$ cat config.mk
export PLATFORM = sky130hd
export DESIGN_NAME = code_point_encoder_core_flat
export DESIGN_NICKNAME = d
export VERILOG_FILES = /design/src/cpe_pkg.sv /design/src/cpe_channels.sv /design/src/cpe_front.sv /design/src/cpe_queue.sv /design/src/cpe_back.sv /design/src/code_point_encoder_core.sv /design/src/flat_wrapper.sv
export SDC_FILE = /design/constraint.sdc
export NUM_CORES = 1
export LEC_CHECK = 0
export ABC_AREA = 1
export CAP_MARGIN = 20
export CORE_MARGIN = 8
export CORE_UTILIZATION = 60
export DETAILED_ROUTE_END_ITERATION = 7
export DONT_BUFFER_PORTS = 1
export PLACE_DENSITY = 0.74
export SLEW_MARGIN = 20
export SYNTH_ARGS = -nofsm -noshare
export SYNTH_HDL_FRONTEND = slang
export SYNTH_HIERARCHICAL = 1
export SYNTH_SLANG_ARGS = --single-unit
$ cat constraint.sdc
create_clock -name clock -period 4.95 [get_ports clock]
set_input_delay 1.2375 -clock clock [delete_from_list [all_inputs] [get_ports clock]]
set_output_delay 1.2375 -clock clock [all_outputs]
set_load 0.01 [all_outputs]
$ cat src/cpe_pkg.sv
// Shared types and constants for the code point encoder.
// No dependencies; compile first.
package cpe_pkg;

   // Output format codes held in the format register.
   localparam logic [1:0] FMT_UTF8  = 2'd0;
   localparam logic [1:0] FMT_UTF16 = 2'd1;
   localparam logic [1:0] FMT_CESC  = 2'd2;

   // Queue between front and back.
   localparam int QUEUE_DEPTH = 2;
   localparam int QPTR_W      = $clog2(QUEUE_DEPTH);
   localparam int QCNT_W      = $clog2(QUEUE_DEPTH + 1);

   // One classified item: what the back end needs to emit its run.
   typedef struct packed {
      logic [31:0] code;
      logic [1:0]  fmt;
      logic [3:0]  count;   // units in the run, 1 to 10
      logic        err;     // no encoding: single error unit
   } job_type;

endpackage

$ cat src/cpe_channels.sv
// Valid/ready channel interfaces for the code point encoder.
// Depends on nothing; compiled after cpe_pkg.
interface cpe_req_if;
   logic        valid;
   logic        ready;
   logic [31:0] code_point;

   modport source (output valid, output code_point, input ready);
   modport sink   (input valid, input code_point, output ready);
endinterface

interface cpe_rsp_if;
   logic        valid;
   logic        ready;
   logic [15:0] unit;
   logic        last;
   logic        unrepresentable;

   modport source (output valid, output unit, output last, output unrepresentable,
                   input ready);
   modport sink   (input valid, input unit, input last, input unrepresentable,
                   output ready);
endinterface

$ cat src/cpe_front.sv
// Front end: takes code points and classifies them by run length.
// Depends on cpe_pkg and cpe_req_if.
module cpe_front (
   cpe_req_if.sink          req,
   input  logic [1:0]       fmt,
   output logic             push_valid,
   input  logic             push_ready,
   output cpe_pkg::job_type push_job
);
   import cpe_pkg::*;

   logic [31:0] v;

   assign v          = req.code_point;
   assign req.ready  = push_ready;
   assign push_valid = req.valid;

   always_comb begin
      push_job.code  = v;
      push_job.fmt   = fmt;
      push_job.count = 4'd1;
      push_job.err   = 1'b0;
      case (fmt)
         FMT_UTF8: begin
            if (v < 32'h0000_0080)      push_job.count = 4'd1;
            else if (v < 32'h0000_0800) push_job.count = 4'd2;
            else if (v < 32'h0001_0000) push_job.count = 4'd3;
            else if (v < 32'h0020_0000) push_job.count = 4'd4;
            else if (v < 32'h0400_0000) push_job.count = 4'd5;
            else if (v < 32'h8000_0000) push_job.count = 4'd6;
            else                        push_job.err   = 1'b1;
         end
         FMT_UTF16: begin
            if (v inside {[32'h0000_0000:32'h0000_D7FF], [32'h0000_E000:32'h0000_FFFF]})
               push_job.count = 4'd1;
            else if (v inside {[32'h0001_0000:32'h0010_FFFF]})
               push_job.count = 4'd2;
            else
               push_job.err = 1'b1;
         end
         FMT_CESC: begin
            push_job.count = (v < 32'h0001_0000) ? 4'd6 : 4'd10;
         end
         default: begin
            push_job.err = 1'b1;
         end
      endcase
   end

endmodule

$ cat src/cpe_queue.sv
// Short job queue between the front and back ends.
// Depends on cpe_pkg.
module cpe_queue (
   input  logic             clock,
   input  logic             reset,
   input  logic             push_valid,
   output logic             push_ready,
   input  cpe_pkg::job_type push_job,
   output logic             head_valid,
   input  logic             pop,
   output cpe_pkg::job_type head_job
);
   import cpe_pkg::*;

   job_type             entry_ff [QUEUE_DEPTH];
   logic [QPTR_W-1:0]   wr_ptr_ff, wr_ptr_in;
   logic [QPTR_W-1:0]   rd_ptr_ff, rd_ptr_in;
   logic [QCNT_W-1:0]   fill_ff, fill_in;
   logic                do_push, do_pop;

   assign push_ready = (fill_ff != QCNT_W'(QUEUE_DEPTH));
   assign head_valid = (fill_ff != '0);
   assign head_job   = entry_ff[rd_ptr_ff];
   assign do_push    = push_valid && push_ready;
   assign do_pop     = pop && head_valid;

   always_comb begin
      wr_ptr_in = wr_ptr_ff;
      rd_ptr_in = rd_ptr_ff;
      fill_in   = fill_ff;
      if (do_push) begin
         wr_ptr_in = (wr_ptr_ff == QPTR_W'(QUEUE_DEPTH - 1)) ? '0 : wr_ptr_ff + 1'b1;
      end
      if (do_pop) begin
         rd_ptr_in = (rd_ptr_ff == QPTR_W'(QUEUE_DEPTH - 1)) ? '0 : rd_ptr_ff + 1'b1;
      end
      if (do_push && !do_pop) fill_in = fill_ff + 1'b1;
      else if (!do_push && do_pop) fill_in = fill_ff - 1'b1;
   end

   always_ff @(posedge clock) begin
      if (reset) begin
         wr_ptr_ff <= '0;
         rd_ptr_ff <= '0;
         fill_ff   <= '0;
      end else begin
         wr_ptr_ff <= wr_ptr_in;
         rd_ptr_ff <= rd_ptr_in;
         fill_ff   <= fill_in;
      end
   end

   always_ff @(posedge clock) begin
      if (do_push) begin
         entry_ff[wr_ptr_ff] <= push_job;
      end
   end

endmodule

$ cat src/cpe_back.sv
// Back end: walks the head job one unit per cycle into a registered output, holding while rsp stalls.
// Depends on cpe_pkg and cpe_rsp_if.
module cpe_back (
   input  logic             clock,
   input  logic             reset,
   input  logic             head_valid,
   input  cpe_pkg::job_type head_job,
   output logic             pop,
   cpe_rsp_if.source        rsp
);
   import cpe_pkg::*;

   localparam logic [7:0] ASCII_BSLASH = 8'h5C;
   localparam logic [7:0] ASCII_LOW_U  = 8'h75;
   localparam logic [7:0] ASCII_UP_U   = 8'h55;

   logic [3:0]  index_ff, index_in;
   logic        out_valid_ff, out_valid_in;
   logic [15:0] unit_ff;
   logic        last_ff, err_ff;

   logic        advance, emit, is_last;
   logic [3:0]  pos;        // units still to come after this one
   logic [31:0] v;
   logic [19:0] sur;        // code point less 0x10000
   logic [5:0]  sextet;
   logic [3:0]  nib;
   logic [7:0]  hex_char;
   logic [15:0] unit_val;

   assign v       = head_job.code;
   assign pos     = head_job.count - 4'd1 - index_ff;
   assign is_last = (pos == 4'd0);
   assign advance = !out_valid_ff || rsp.ready;
   assign emit    = head_valid && advance;
   assign pop     = emit && is_last;
   assign sur     = 20'(v - 32'h0001_0000);

   always_comb begin
      case (pos)
         4'd0:    sextet = v[5:0];
         4'd1:    sextet = v[11:6];
         4'd2:    sextet = v[17:12];
         4'd3:    sextet = v[23:18];
         4'd4:    sextet = v[29:24];
         default: sextet = 6'd0;
      endcase
      case (pos)
         4'd0:    nib = v[3:0];
         4'd1:    nib = v[7:4];
         4'd2:    nib = v[11:8];
         4'd3:    nib = v[15:12];
         4'd4:    nib = v[19:16];
         4'd5:    nib = v[23:20];
         4'd6:    nib = v[27:24];
         4'd7:    nib = v[31:28];
         default: nib = 4'd0;
      endcase
      hex_char = (nib < 4'd10) ? 8'h30 + {4'h0, nib} : 8'h37 + {4'h0, nib};
   end

   always_comb begin
      unit_val = 16'h0000;
      if (!head_job.err) begin
         case (head_job.fmt)
            FMT_UTF8: begin
               if (index_ff != 4'd0) begin
                  unit_val = {8'h00, 2'b10, sextet};
               end else begin
                  case (head_job.count)
                     4'd1:    unit_val = {8'h00, v[7:0]};
                     4'd2:    unit_val = {8'h00, 3'b110, v[10:6]};
                     4'd3:    unit_val = {8'h00, 4'b1110, v[15:12]};
                     4'd4:    unit_val = {8'h00, 5'b11110, v[20:18]};
                     4'd5:    unit_val = {8'h00, 6'b111110, v[25:24]};
                     4'd6:    unit_val = {8'h00, 7'b1111110, v[30]};
                     default: unit_val = 16'h0000;
                  endcase
               end
            end
            FMT_UTF16: begin
               if (head_job.count == 4'd1)   unit_val = v[15:0];
               else if (index_ff == 4'd0)    unit_val = {6'b110110, sur[19:10]};
               else                          unit_val = {6'b110111, sur[9:0]};
            end
            FMT_CESC: begin
               if (index_ff == 4'd0)
                  unit_val = {8'h00, ASCII_BSLASH};
               else if (index_ff == 4'd1)
                  unit_val = {8'h00, (head_job.count == 4'd6) ? ASCII_LOW_U : ASCII_UP_U};
               else
                  unit_val = {8'h00, hex_char};
            end
            default: unit_val = 16'h0000;
         endcase
      end
   end

   always_comb begin
      index_in     = index_ff;
      out_valid_in = out_valid_ff;
      if (emit) begin
         index_in     = is_last ? 4'd0 : index_ff + 4'd1;
         out_valid_in = 1'b1;
      end else if (rsp.ready) begin
         out_valid_in = 1'b0;
      end
   end

   always_ff @(posedge clock) begin
      if (reset) begin
         index_ff     <= 4'd0;
         out_valid_ff <= 1'b0;
      end else begin
         index_ff     <= index_in;
         out_valid_ff <= out_valid_in;
      end
   end

   always_ff @(posedge clock) begin
      if (emit) begin
         unit_ff <= unit_val;
         last_ff <= is_last;
         err_ff  <= head_job.err;
      end
   end

   assign rsp.valid           = out_valid_ff;
   assign rsp.unit            = unit_ff;
   assign rsp.last            = last_ff;
   assign rsp.unrepresentable = err_ff;

endmodule

$ cat src/code_point_encoder_core.sv
// Code point encoder, top level: format register, front end, queue, back end.
// Depends on cpe_pkg, cpe_channels, cpe_front, cpe_queue, cpe_back.
//
// Usage:
//  - req carries one 32-bit code point per transfer (valid/ready).
//  - rsp carries one unit per transfer: a UTF-8 byte, a UTF-16 unit or an
//    ASCII escape character; last marks the final unit of a code point's run.
//  - A code point with no encoding in the selected format (or format 3)
//    gives a single transfer with unit 0, last 1, unrepresentable 1.
//  - csr_write_enable/csr_write_data load the 2-bit format register
//    (0 UTF-8, 1 UTF-16, 2 C escape); write it only while the block is idle.
//  - The first unit of a code point reaches rsp through the queue entry and
//    then the output register. Throughput: one rsp unit per cycle while rsp
//    is not stalled; a code point has 1-6 units in UTF-8, 1-2 in UTF-16 and
//    6 or 10 in escape. The back end's single output register sets that rate.
//  - A two-entry queue sits between front and back, so req keeps taking
//    code points while the back end works or rsp is stalled, until the queue
//    is full; when rsp stalls, the output register holds its unit meanwhile.
//  - Reset (synchronous, active high) empties queue and output and sets
//    the format register to UTF-8.
module code_point_encoder_core (
   input  logic       clock,
   input  logic       reset,
   cpe_req_if.sink    req,
   cpe_rsp_if.source  rsp,
   input  logic       csr_write_enable,
   input  logic [1:0] csr_write_data
);
   import cpe_pkg::*;

   logic [1:0] fmt_ff;

   // front -> queue
   logic    push_valid, push_ready;
   job_type push_job;

   // queue -> back
   logic    head_valid, pop;
   job_type head_job;

   always_ff @(posedge clock) begin
      if (reset) begin
         fmt_ff <= FMT_UTF8;
      end else if (csr_write_enable) begin
         fmt_ff <= csr_write_data;
      end
   end

   // Classify each code point as it arrives: run length and error.
   cpe_front u_front (
      .req        (req),
      .fmt        (fmt_ff),
      .push_valid (push_valid),
      .push_ready (push_ready),
      .push_job   (push_job)
   );

   // Decouples intake from the unit-per-cycle emitter.
   cpe_queue u_queue (
      .clock      (clock),
      .reset      (reset),
      .push_valid (push_valid),
      .push_ready (push_ready),
      .push_job   (push_job),
      .head_valid (head_valid),
      .pop        (pop),
      .head_job   (head_job)
   );

   // Emit the head job's units; pop on its last unit.
   cpe_back u_back (
      .clock      (clock),
      .reset      (reset),
      .head_valid (head_valid),
      .head_job   (head_job),
      .pop        (pop),
      .rsp        (rsp)
   );

endmodule

$ cat src/flat_wrapper.sv
// flat-port wrapper written by rule: the top's interface ports become plain ports
module code_point_encoder_core_flat import cpe_pkg::*;
  (clock, reset, csr_write_enable, csr_write_data, req_valid, req_code_point, req_ready, rsp_valid, rsp_unit, rsp_last, rsp_unrepresentable, rsp_ready);
  cpe_req_if req_i ();
  cpe_rsp_if rsp_i ();
  input  logic clock;
  input  logic reset;
  input  logic csr_write_enable;
  input  logic [1:0] csr_write_data;
  input wire logic [$bits(req_i.valid)-1:0] req_valid;
  input wire logic [$bits(req_i.code_point)-1:0] req_code_point;
  output wire logic [$bits(req_i.ready)-1:0] req_ready;
  output wire logic [$bits(rsp_i.valid)-1:0] rsp_valid;
  output wire logic [$bits(rsp_i.unit)-1:0] rsp_unit;
  output wire logic [$bits(rsp_i.last)-1:0] rsp_last;
  output wire logic [$bits(rsp_i.unrepresentable)-1:0] rsp_unrepresentable;
  input wire logic [$bits(rsp_i.ready)-1:0] rsp_ready;
  assign req_i.valid = req_valid;
  assign req_i.code_point = req_code_point;
  assign req_ready = req_i.ready;
  assign rsp_valid = rsp_i.valid;
  assign rsp_unit = rsp_i.unit;
  assign rsp_last = rsp_i.last;
  assign rsp_unrepresentable = rsp_i.unrepresentable;
  assign rsp_i.ready = rsp_ready;
  code_point_encoder_core u_core (.clock(clock), .reset(reset), .req(req_i), .rsp(rsp_i), .csr_write_enable(csr_write_enable), .csr_write_data(csr_write_data));
endmodule
==> out/summary.log <==
INFO  synth          synth-adder-area-share=1.986%
INFO  worst_setup_path critPathMaxFanout=25
INFO  sta            finalMaxSlewViolations=0
INFO  global_routing grt_pass1_wl=22220um
INFO  drt            drtAntennaViolNets=0
INFO  sta            hold_viol=0
INFO  die            floorplan.initialDensity=61.87%
INFO  clocking       postCtsSetupBuffers=0
INFO  worst_setup_path critical_path.cell_chain=mux2_2 > ha_1 > inv_1 > fa_1 > inv_1 > nor2_1 > nand4_1 > nand2_1 > nor2_1 > nand2_1 > nor2_1 > nor2_2 > nand2_1 > o21ai_1 > a21oi_1
INFO  worst_setup_path worst_r2r_endpoint=u_core/u_back/rsp.unit[4]
INFO  place          hpwl=11030um
INFO  die            row_count=36
INFO  sta            rsz_0062_raised_after_global_routing=false
INFO  synth          ys_seq_elements=108
INFO  layout         insertedDiodeCount=0
INFO  outcome        outcome=complete, no violations
INFO  synth          syn_avg_cell_area=9.817um2
INFO  drt            number_of_vias_in_the_routed_layout=4281
INFO  drt            post_route_wl=14500um
INFO  worst_setup_path setup.worst_path.start_class=flop
INFO  sta            timing.final.crit_share=78.11%
INFO  worst_setup_path critPathTopFamily=simple AND/OR/NAND/NOR gates
INFO  synth          xor_xnor_portion_of_the_synthesized_cell_area=0.8897%
INFO  clocking       clock-root-buffer=sky130_fd_sc_hd__clkbuf_8
INFO  clocking       cts_tree=done
INFO  global_routing pin_count_of_the_biggest_net_entering_global_routing=40
INFO  worst_setup_path cpPeakStageDelay=0.76ns
INFO  drt            drt_drc_violations_left=0
INFO  global_routing first_global_vias=4153
INFO  worst_setup_path worst-r2r-cell-count=15
INFO  synth          netlist.area_leader.share=47.67%
INFO  drt            initialDrtViolationCount=345
INFO  synth          synth_compound_area_share=6.994%
INFO  die            coreArea=9774um2
INFO  global_routing globalRouteTotalUtil=22.20%
INFO  layout         area_growth_syn_to_layout=1.800%
INFO  worst_setup_path worstPathBufferInverterCount=2
INFO  die            dieHeight=116.4um
INFO  place          place_ws=1.174ns
INFO  worst_setup_path timing.reg2reg.setup_slack=1.08ns
INFO  clocking       clk_path_buf_depth=2
INFO  worst_setup_path arrival=4.00ns
INFO  sta            timing.clock.skew=0.01499ns
INFO  clocking       cts_hold_buffers=0
INFO  synth          post_synth_num_cell_types=43
INFO  worst_setup_path crit_slowest_cell=sky130_fd_sc_hd__dfxtp_2
INFO  worst_setup_path critical_path.endpoint_type=flop
INFO  synth          synthSimpleGateAreaFrac=20.34%
INFO  clocking       h_tree_depth_reported_by_cts=3
INFO  layout         finalInstanceArea=6156um2
INFO  synth          yosysSeqAreaShare=51.64%
INFO  sta            worstMarginPinSlew=0.8095ns
INFO  layout         finish.net_count=635
INFO  worst_setup_path critPathRequiredTime=5.08ns
INFO  worst_setup_path cp-endpoint=u_core/u_back/rsp.unit[4]
INFO  power          power.ir.vdd_worst=281.4uV
INFO  sta            timing.fmax=258.6MHz
INFO  clocking       cts_num_sinks=108
INFO  place          gp_congestion=0.9189
INFO  worst_hold_path hp-class=flop to flop
INFO  clocking       numCtsBuffers=9
INFO  sta            setup_viol=0
INFO  die            die-area=13550um2
INFO  synth          post_synthesis_cell_count=616
INFO  die            boundaryPins=59
INFO  drt            drt_pass_1_iters=4
INFO  synth          synth.top_cells.by_area=sky130_fd_sc_hd__edfxtp_1 (48%), sky130_fd_sc_hd__nand2_1 (6.5%), sky130_fd_sc_hd__mux2_2 (5.4%)
INFO  layout         layout-drive-gt1-share=15.88%
INFO  place          post_dp_cell_area=5907um2
INFO  clocking       clock_latency=0.37ns
INFO  synth          synth_top_family_by_area=simple AND/OR/NAND/NOR gates
INFO  clocking       cts_resized=0
INFO  global_routing antenna_found_initial=0
INFO  drt            wl_per_cell=20.00um
INFO  synth          syn_area=6047um2
INFO  worst_setup_path cp.depth=15
INFO  clocking       cts.clk_slew.worst_paths=0.10ns
INFO  place          place.port_buffers=0
INFO  power          power.density=398.3nW/um2
INFO  global_routing grt_overflow_total=0
INFO  synth          post_synth_mux_area_share=7.883%
INFO  power          power.leakage=0.002496uW
INFO  flow_run       cap_violations=0
INFO  sta            slew_headroom=45.83%
INFO  die            die_w=116.4um
INFO  drt            routed_via_density=5.905
INFO  synth          synth_fp_nets=664
INFO  sta            setup-tns-final=0ns
INFO  synth          synth_warnings=6
INFO  worst_setup_path criticalPathCategory=flop to flop
INFO  layout         n_fill_cell=796
INFO  sta            finalWorstSetupSlack=1.084ns
INFO  sta            whs=0.5168ns
INFO  synth          netlist.top_cell.by_area=sky130_fd_sc_hd__edfxtp_1
INFO  sta            finalCriticalPeriod=3.866ns
[logic make-up (layout without fill, tap and decap cells)]
logic type                 Yosys count  in the layout
xor gates and xnor gates             4              4
muxes                               39             39
buffers and inverters              119             95
DFF                                108            108
adders and majority gates            9              9
AOI/OAI and AO/OA                   76             76
and+or+nand+nor                    261            261
[tightest hold or removal path, stage by stage, from the launching register on]
cell,delay [ns]
sky130_fd_sc_hd__dfxtp_1,0.34
sky130_fd_sc_hd__a21oi_1,0.05
sky130_fd_sc_hd__nor2_1,0.09
[worst min path at each step]
stage	depth (start not counted)	endpoint	start	slack, ns
after floorplan	2	flop	u_core/u_queue/rd_ptr_ff	0.46
after global routing	2	flop	u_core/u_queue/rd_ptr_ff	0.54
final	2	flop	u_core/u_queue/rd_ptr_ff	0.52
after global placement	2	u_core/u_queue/rd_ptr_ff	u_core/u_queue/rd_ptr_ff	0.48
after detailed placement	2	u_core/u_queue/rd_ptr_ff	u_core/u_queue/rd_ptr_ff	0.49
after CTS	2	flop	u_core/u_queue/rd_ptr_ff	0.52
[where the power goes]
group	switching, uW	internal (uW)
Combinational	545	217
Sequential	51.3	1110
Clock	310	222
Total	906	1550
[stage by stage]
step / instances / util, % / power (uW)
floorplan: 616 / - / 1737
global route: 725 / 62.98 / 2583
finish: 725 / 62.98 / 2452
detailed placement: 707 / 60.43 / 1914
CTS: 723 / 62.49 / 2437
global placement: 707 / 60.43 / 1911
[layout make-up]
cell class	count	area (um2)	share of cell area, %
sequential	108	3124	50.75
multi-input combinational	389	2318	37.66
inverter	76	290.3	4.715
tap	133	166.4	2.703
clock buffer	10	148.9	2.419
timing repair buffer	3	55.05	0.8943
clock inverter	6	52.55	0.8537
[flip-flops by register name (all words and copies together) (netlist names), 2 cells and up, named ones only]
name,flops
u_core/u_back/index_ff,4
u_core/fmt_ff,2
u_core/u_queue/fill_ff,2
u_core/u_queue/entry_ff,78
u_core/u_back/rsp.unit,16
[cell usage after synthesis, drive strengths merged]
| cell type | n |
|---|---|
| or2 | 2 |
| mux2 | 39 |
| a32o | 1 |
| a31oi | 5 |
| a211oi | 4 |
| dfxtp | 12 |
| o22ai | 5 |
| ha | 8 |
| nand2 | 115 |
| inv | 74 |
| a22oi | 1 |
| nand3b | 1 |
| nor3 | 3 |
| clkinv | 2 |
| nand3 | 48 |
| xor2 | 4 |
| o211ai | 2 |
| fa | 1 |
| o21ai | 28 |
| nor2 | 69 |
| edfxtp | 96 |
| nand4 | 23 |
| clkbuf | 2 |
| a21oi | 29 |
| a311oi | 1 |
| buf | 41 |
[placed cells by master, fill, tap and decap left out, types with 2 or more instances in the layout]
cell type	n
sky130_fd_sc_hd__nor3_2	2
sky130_fd_sc_hd__a21oi_1	28
sky130_fd_sc_hd__o21ai_0	25
sky130_fd_sc_hd__o211ai_1	2
sky130_fd_sc_hd__nand3_1	47
sky130_fd_sc_hd__a211oi_1	4
sky130_fd_sc_hd__inv_1	68
sky130_fd_sc_hd__edfxtp_1	96
sky130_fd_sc_hd__clkbuf_8	9
sky130_fd_sc_hd__xor2_1	3
sky130_fd_sc_hd__inv_8	2
sky130_fd_sc_hd__inv_4	2
sky130_fd_sc_hd__nor2_1	58
sky130_fd_sc_hd__inv_2	4
sky130_fd_sc_hd__o22ai_1	5
sky130_fd_sc_hd__clkinv_1	2
sky130_fd_sc_hd__nand2_2	6
sky130_fd_sc_hd__ha_1	8
sky130_fd_sc_hd__nor2_2	6
sky130_fd_sc_hd__dfxtp_1	11
sky130_fd_sc_hd__a31oi_1	5
sky130_fd_sc_hd__nor2_4	4
sky130_fd_sc_hd__mux2_2	29
sky130_fd_sc_hd__o21ai_1	3
sky130_fd_sc_hd__nand4_1	22
sky130_fd_sc_hd__nand2_1	104
sky130_fd_sc_hd__mux2_4	10
sky130_fd_sc_hd__nand2_4	5
[per-layer routing]
layer	vias to the layer above	global-route usage, %	wire length (um)
met2	190	35.94	6899
li1	2024	-	-
met4	0	10.46	493
met5	-	0	0
met1	2033	27.52	6170
met3	34	5.274	936
(Power assumes the default switching activity.)
